### config.mk
export PLATFORM = sky130hd
export DESIGN_NAME = drsc_ctrl
export DESIGN_NICKNAME = d
export VERILOG_FILES = /design/src/drsc_pkg.sv /design/src/drsc_ctrl.sv
export SDC_FILE = /design/constraint.sdc
export NUM_CORES = 1
export LEC_CHECK = 0
export BUFFER_PORTS_ARGS = -buffer_cell sky130_fd_sc_hd__buf_4
export CAP_MARGIN = 25
export CORE_ASPECT_RATIO = 0.8
export CORE_MARGIN = 2
export CORE_UTILIZATION = 30
export CTS_CLUSTER_DIAMETER = 40
export DETAILED_ROUTE_END_ITERATION = 10
export PLACE_DENSITY = 0.54
export SETUP_SLACK_MARGIN = 0.5
export SLEW_MARGIN = 20
export SYNTH_ARGS = -nofsm -noshare
export SYNTH_HDL_FRONTEND = slang
export SYNTH_SLANG_ARGS = --single-unit
### constraint.sdc
create_clock -name i_clk -period 5.25 [get_ports i_clk]
set_input_delay 0.2625 -clock i_clk [delete_from_list [all_inputs] [get_ports i_clk]]
set_output_delay 0.2625 -clock i_clk [all_outputs]
set_load 0.02 [all_outputs]
### src/drsc_pkg.sv
// shared constants, types and helpers of the diophantine range solution counter
package drsc_pkg;

    localparam int OPERAND_WIDTH = 32;
    localparam int FIELD_W       = 32;
    localparam int IN_W          = (OPERAND_WIDTH < FIELD_W) ? OPERAND_WIDTH : FIELD_W;
    localparam int DATA_W        = 64;
    localparam int PROD_W        = 68;
    localparam int MUL_W         = PROD_W / 2;
    localparam int SHORT_LEN     = 32;
    localparam int LONG_LEN      = 64;
    localparam int CNT_W         = $clog2(LONG_LEN) + 1;

    typedef enum logic [2:0] {
        ST_IDLE,
        ST_CLASS,
        ST_GO,
        ST_WAIT,
        ST_DONE
    } t_state;

    typedef enum logic [4:0] {
        STP_ZMUL,
        STP_DIV_CB,
        STP_DIV_CA,
        STP_EU,
        STP_CG,
        STP_AG,
        STP_BG,
        STP_SM,
        STP_CM,
        STP_PM,
        STP_X0,
        STP_AX,
        STP_Y0,
        STP_T1,
        STP_T2,
        STP_T3,
        STP_T4,
        STP_FIN,
        STP_END
    } t_step;

    typedef struct packed {
        t_step step;
        logic  load;
        logic  start;
        logic  finish;
        logic  post;
    } t_cmd;

    typedef struct packed {
        logic div_busy;
        logic div_done;
        logic rem_zero;
        logic a_zero;
        logic b_zero;
    } t_sts;

    // operand read as a two's complement value of IN_W low bits
    function automatic logic signed [DATA_W-1:0] sext_in(input logic [FIELD_W-1:0] v);
        logic [DATA_W-1:0] r;
        r = '0;
        for (int i = 0; i < DATA_W; i++) begin
            r[i] = (i < IN_W) ? v[i] : v[IN_W-1];
        end
        return r;
    endfunction

endpackage

### src/drsc_ctrl.sv
// controller: sequences the solve steps and runs both handshakes
module drsc_ctrl (
    input  logic             i_clk,
    input  logic             i_rst_n,
    input  logic             i_in_valid,
    output logic             o_in_ready,
    output logic             o_out_valid,
    input  logic             i_out_ready,
    output drsc_pkg::t_cmd   o_cmd,
    input  drsc_pkg::t_sts   i_sts
);

    function automatic logic is_div_step(input drsc_pkg::t_step s);
        case (s)
            drsc_pkg::STP_ZMUL, drsc_pkg::STP_PM,
            drsc_pkg::STP_AX, drsc_pkg::STP_FIN: return 1'b0;
            default:                             return 1'b1;
        endcase
    endfunction

    drsc_pkg::t_state r_state, n_state;
    drsc_pkg::t_step  r_step, n_step, nxt;
    logic             r_out_valid, n_out_valid;

    // successor of the current step
    always_comb begin
        case (r_step)
            drsc_pkg::STP_EU: nxt = i_sts.rem_zero ? drsc_pkg::STP_CG : drsc_pkg::STP_EU;
            drsc_pkg::STP_CG: nxt = i_sts.rem_zero ? drsc_pkg::STP_AG : drsc_pkg::STP_END;
            drsc_pkg::STP_AG: nxt = drsc_pkg::STP_BG;
            drsc_pkg::STP_BG: nxt = drsc_pkg::STP_SM;
            drsc_pkg::STP_SM: nxt = drsc_pkg::STP_CM;
            drsc_pkg::STP_CM: nxt = drsc_pkg::STP_PM;
            drsc_pkg::STP_PM: nxt = drsc_pkg::STP_X0;
            drsc_pkg::STP_X0: nxt = drsc_pkg::STP_AX;
            drsc_pkg::STP_AX: nxt = drsc_pkg::STP_Y0;
            drsc_pkg::STP_Y0: nxt = drsc_pkg::STP_T1;
            drsc_pkg::STP_T1: nxt = drsc_pkg::STP_T2;
            drsc_pkg::STP_T2: nxt = drsc_pkg::STP_T3;
            drsc_pkg::STP_T3: nxt = drsc_pkg::STP_T4;
            drsc_pkg::STP_T4: nxt = drsc_pkg::STP_FIN;
            default:          nxt = drsc_pkg::STP_END;
        endcase
    end

    always_comb begin
        n_state      = r_state;
        n_step       = r_step;
        o_cmd        = '0;
        o_cmd.step   = r_step;
        o_in_ready   = 1'b0;
        case (r_state)
            drsc_pkg::ST_IDLE: begin
                o_in_ready = 1'b1;
                if (i_in_valid) begin
                    o_cmd.load = 1'b1;
                    n_state    = drsc_pkg::ST_CLASS;
                end
            end
            drsc_pkg::ST_CLASS: begin
                if (i_sts.a_zero && i_sts.b_zero) begin
                    n_step = drsc_pkg::STP_ZMUL;
                end else if (i_sts.a_zero) begin
                    n_step = drsc_pkg::STP_DIV_CB;
                end else if (i_sts.b_zero) begin
                    n_step = drsc_pkg::STP_DIV_CA;
                end else begin
                    n_step = drsc_pkg::STP_EU;
                end
                n_state = drsc_pkg::ST_GO;
            end
            drsc_pkg::ST_GO: begin
                o_cmd.start = 1'b1;
                n_state     = drsc_pkg::ST_WAIT;
            end
            drsc_pkg::ST_WAIT: begin
                if (!is_div_step(r_step) || i_sts.div_done) begin
                    o_cmd.finish = 1'b1;
                    if (nxt == drsc_pkg::STP_END) begin
                        n_state = drsc_pkg::ST_DONE;
                    end else begin
                        n_step  = nxt;
                        n_state = drsc_pkg::ST_GO;
                    end
                end
            end
            drsc_pkg::ST_DONE: begin
                if (!r_out_valid || i_out_ready) begin
                    o_cmd.post = 1'b1;
                    n_state    = drsc_pkg::ST_IDLE;
                end
            end
            default: begin
                n_state = drsc_pkg::ST_IDLE;
            end
        endcase
        n_out_valid = o_cmd.post ? 1'b1 : (i_out_ready ? 1'b0 : r_out_valid);
    end

    always_ff @(posedge i_clk) begin
        if (!i_rst_n) begin
            r_state     <= drsc_pkg::ST_IDLE;
            r_step      <= drsc_pkg::STP_END;
            r_out_valid <= 1'b0;
        end else begin
            r_state     <= n_state;
            r_step      <= n_step;
            r_out_valid <= n_out_valid;
        end
    end

    assign o_out_valid = r_out_valid;

    a_done_in_wait: assert property (@(posedge i_clk) disable iff (!i_rst_n)
        i_sts.div_done |-> (r_state == drsc_pkg::ST_WAIT))
        else $error("divider finished outside a wait");
    a_idle_quiet: assert property (@(posedge i_clk) disable iff (!i_rst_n)
        (r_state == drsc_pkg::ST_IDLE) |-> !i_sts.div_busy)
        else $error("divider busy while idle");

endmodule

# [After elaboration in Yosys (flattened, before gate mapping)]
# Index checks and enable logic that the tools add are counted.
# Widths: inputs -> output; s select.
[totals] register_bits=9 wordCells=65 output_inout_bits=11
[classes] eq_ne=24 n_mux=26 reduce_logical=12
[op_table] operator="$pmux 5 s14" n=1
[op_table] operator="$eq 5x4->1 const B" n=8
[op_table] operator="$mux 5" n=5
[op_table] operator="$eq 5x3->1 const B" n=4
[op_table] operator="$eq 5x5->1 const B" n=3
[op_table] operator="$mux 3" n=5
[op_table] operator="$pmux 3 s5" n=1
[op_table] operator="$mux 1" n=13
[op_table] operator="$pmux 5 s2" n=1
[op_table] operator="$ne 2x2->1 const B" n=4
[op_table] operator="$eq 3x2->1 const B" n=2
[op_table] operator="$reduce_and 3->1" n=2
[op_table] operator="$eq 5x2->1 const B" n=1
[op_table] operator="$logic_not 5->1" n=1
[op_table] operator="$reduce_bool 2->1" n=2
[op_table] operator="$reduce_or 4->1" n=1
[op_table] operator="$eq 3x1->1 const B" n=1
[op_table] operator="$eq 3x3->1 const B" n=1
[op_table] operator="$logic_not 3->1" n=1
[op_table] operator="$logic_not 1->1" n=2
[op_table] operator="$logic_or 1x1->1" n=2
[op_table] operator="$logic_and 1x1->1" n=1

# [Logic depth before layout (Yosys ltp)]
[depth] depth_word=8 depth_mapped=6

# [Worst setup path before layout]
# Ideal clock, no wire load.
[synth_path] path_type="register to register" from="reg r_step[4]" to="reg r_step[3]" setup_slack_ns=3.349 required_time_ns=5.133 stages_incl_launch_ff=7 t_arrival_ns=1.783 setup_time_ns=0.117 path_cell_list="dfxtp_1 buf_4 nand2b_1 o41ai_2 nor2_1 or4_1 a32o_1"
[synth_between] elab_chain_cells=8
[synth_rtl] element="start: declaration" line="drsc_ctrl.sv:22" text="drsc_pkg::t_step r_step, n_step, nxt;"
[synth_rtl] element="start signal: assignment" line="drsc_ctrl.sv:103" text="r_step <= drsc_pkg::STP_END;"
[synth_rtl] element="start signal: assignment" line="drsc_ctrl.sv:107" text="r_step <= n_step;"
[synth_rtl] element="branches (longest 8 deep; another with $pmux 5 s14)"
# Several ways; the timed one is not identified. The select of a mux whose other input is x is not followed.
# A chain may end at the register's enable or synchronous reset.

==> run_results.csv <==
group,metric,value,unit
logic_synthesis,syn_area,728,um^2
place,hpwl,1310,um
critical_path,cp.arrival,2270,ps
timing,min_period,2530,ps
floorplanning,rows,15,
global_route,grt_max_degree,17,
floorplanning,die_area,2840,um^2
final_layout,fin_cells,133,
clocking,clk_pin_slew,60,ps
final_layout,n_antenna_cell,0,
timing,period_share,0.482,
logic_synthesis,ys.flop_type,"dfxtp_1",
global_route,antenna_found_initial,0,
timing,relSlewSlack,0.489,
flow_run,maxCapViolations,0,
final_layout,fillers,240,
critical_path,crit_required,4990,ps
critical_path,cpPeakStageDelay,710,ps
critical_path,path_max_fanout,14,
final_layout,fin_nets,118,
detailed_routing,ant_nets,0,
global_route,grt_usage,0.141,
clocking,cts_buffers,3,
clocking,cts_tree,"built",
clocking,ctsHoldBuffers,0,
logic_synthesis,synth_seq_cells,9,
clocking,post-cts-setup-buffer-count,0,
floorplanning,die_h,48.1,um
critical_path,path_buf_inv,2,
final_layout,finalInstanceArea,877,um^2
detailed_routing,routed_wl,1780,um
timing,setup_viol_count_final,0,
final_layout,area_growth,20.4,%
detailed_routing,first_iter_violations,9,
status,outcome,"complete, no violations",
critical_path,crit_type,"reg2out",
detailed_routing,vias,727,
clocking,cts-root-buf,"clkbuf_4",
floorplanning,start_util,0.326,
logic_synthesis,postSynthCellCount,93,
detailed_routing,viasPerCell,5.47,
timing,drv_slew,0,
place,dpl_cell_area,851,um^2
timing,fin_tns_setup,0,ps
timing,tightestPinTransition,757,ps
critical_path,path_cells,"and3b_1, o41ai_1, or2_2, inv_1, buf_4",
clocking,cts_sinks,9,
timing,fmax,0.396,GHz
detailed_routing,post-route-drc-count,0,
logic_synthesis,ys_types,36,
timing,rsz0062_at_grt,"false",
floorplanning,coreArea,2230,um^2
logic_synthesis,avgSynthCellArea,7.83,um^2
logic_synthesis,syn-num-nets,102,
final_layout,drive_above_1_share,0.241,
clocking,post_cts_resized,0,
final_layout,multi_input_area,489,um^2
critical_path,worstSetupStartpointType,"flop",
logic_synthesis,synth_edf_count,0,
power_and_ir_drop,p_per_area,206,nW/um^2
global_route,grt_overflow_total,0,
place,place_congestion,0.750,
global_route,grt_pass1_wl,2910,um
timing,clock_skew,2.65,ps
floorplanning,die_w,59.1,um
logic_synthesis,ys_warn_count,0,
critical_path,crit_path_end_kind,"primary output",
final_layout,area.sequential,180,um^2
detailed_routing,dr.pass1.iters,4,
logic_synthesis,seq_area_frac_synth,0.247,
clocking,htree_levels,1,
power_and_ir_drop,leakagePower,0.339,nW
power_and_ir_drop,worst_ir_drop_vdd,0.000116,V
critical_path,cp_slowest_cell,"o41ai_1",
detailed_routing,detail_route.wl_per_cell,13.3,um
critical_path,crit_family,"compound AO/OA/AOI/OAI gates",
timing,final_hold_viol_count,0,
global_route,grt_pass1_vias,574,
floorplanning,pin_count,20,
clocking,clock_latency,260,ps
place,placed_cells,129,
place,port_buffers,18,
worst_hold_path,hold_path_class,"in2reg",
logic_synthesis,async_flop_share,0,
clocking,cts_max_path_buffers,2,
cell usage after synthesis (all sizes together) (2+ instances only):
| library cell | n | area, um^2 |
|---|---|---|
| a211oi | 2 | 15.0 |
| dfxtp | 9 | 180 |
| a21oi | 2 | 10.0 |
| nor3 | 8 | 40.0 |
| nor4 | 3 | 18.8 |
| nor3b | 2 | 15.0 |
| nand3b | 2 | 15.0 |
| nor2 | 6 | 22.5 |
| buf | 6 | 40.0 |
| nand2 | 5 | 18.8 |
| inv | 4 | 15.0 |
| o41ai | 3 | 33.8 |
| or2 | 2 | 12.5 |
| o21ai | 5 | 25.0 |
| mux2i | 4 | 40.0 |
| a21boi | 2 | 15.0 |
| or4 | 2 | 15.0 |
| and3b | 2 | 17.5 |
| nand2b | 8 | 50.1 |
| o21a | 2 | 15.0 |
| and2 | 2 | 12.5 |
state kept, by name (all words and copies together) (netlist names):
register / cells
r_step: 5
r_state: 3
o_out_valid: 1
power breakdown:
group / switching (mW) / leakage (nW) / internal (mW)
sequential: 0.0106 / 0.0734 / 0.0718
clock: 0.0239 / 0.0150 / 0.0293
combinational: 0.0225 / 0.251 / 0.0223
total: 0.0571 / 0.339 / 0.123
cell usage in the layout, fill, tap and decap left out, types with 2 or more instances in the layout:
cell / instances
nor3b_1: 2
a211oi_1: 2
and3b_1: 2
inv_1: 4
o21ai_0: 4
nand3b_1: 2
o41ai_1: 2
nand2b_1: 8
or4_1: 2
mux2i_1: 4
and2_1: 2
a21oi_1: 2
nand2_1: 5
o21a_1: 2
a21boi_0: 2
clkbuf_4: 3
buf_4: 18
nor2_1: 6
nor3_1: 8
nor4_1: 3
dfxtp_1: 9
or2_2: 2
logic make-up after synthesis:
logic type                share of synthesized area
muxes                                        0.0704
DFF                                           0.247
buffers and inverters                        0.0807
xor gates and xnor gates                     0.0120
and+or+nand+nor                               0.364
AOI/OAI and AO/OA                             0.225
cell type report:
type,count,area share
multi-input combinational,73,0.558
clock buffer,4,0.0300
tap,25,0.0357
sequential,9,0.205
timing repair buffer,18,0.154
inverter,4,0.0171
stage by stage:
| stage | utilization | power (mW) | hold slack [ps] | setup WS, ps |
|---|---|---|---|---|
| final | 0.393 | 0.180 | 275 | 2720 |
| after global routing | 0.393 | 0.195 | 257 | 2540 |
| after CTS | 0.393 | 0.184 | 264 | 2720 |
| after detailed placement | 0.381 | 0.128 | 531 | 3010 |
| after global placement | 0.381 | 0.127 | 527 | 3080 |
| after floorplan | - | 0.112 | 408 | 3350 |
per-layer routing:
layer	routed length, um	track usage	vias up
met5	0	0	-
met4	0	0.0273	0
met3	94	0.0568	0
met2	769	0.196	19
met1	911	0.203	333
li1	-	-	375
path summary, 6_finish.rpt:
kind / from / end / slack, ps / depth (start not counted)
hold reg to reg: o_out_valid / o_out_valid / 530 / 2
setup reg to reg: r_step[4] / r_state[2] / 3080 / 5
setup / recovery: r_step[4] / o_cmd[1] / 2720 / 5
hold / removal: i_in_valid / r_state[0] / 280 / 3
tightest hold or removal path: stages:
cell and delay [ps]:
buf_4 110, nand2_1 50, a21oi_1 60
Power figures use the tool's default switching activity.
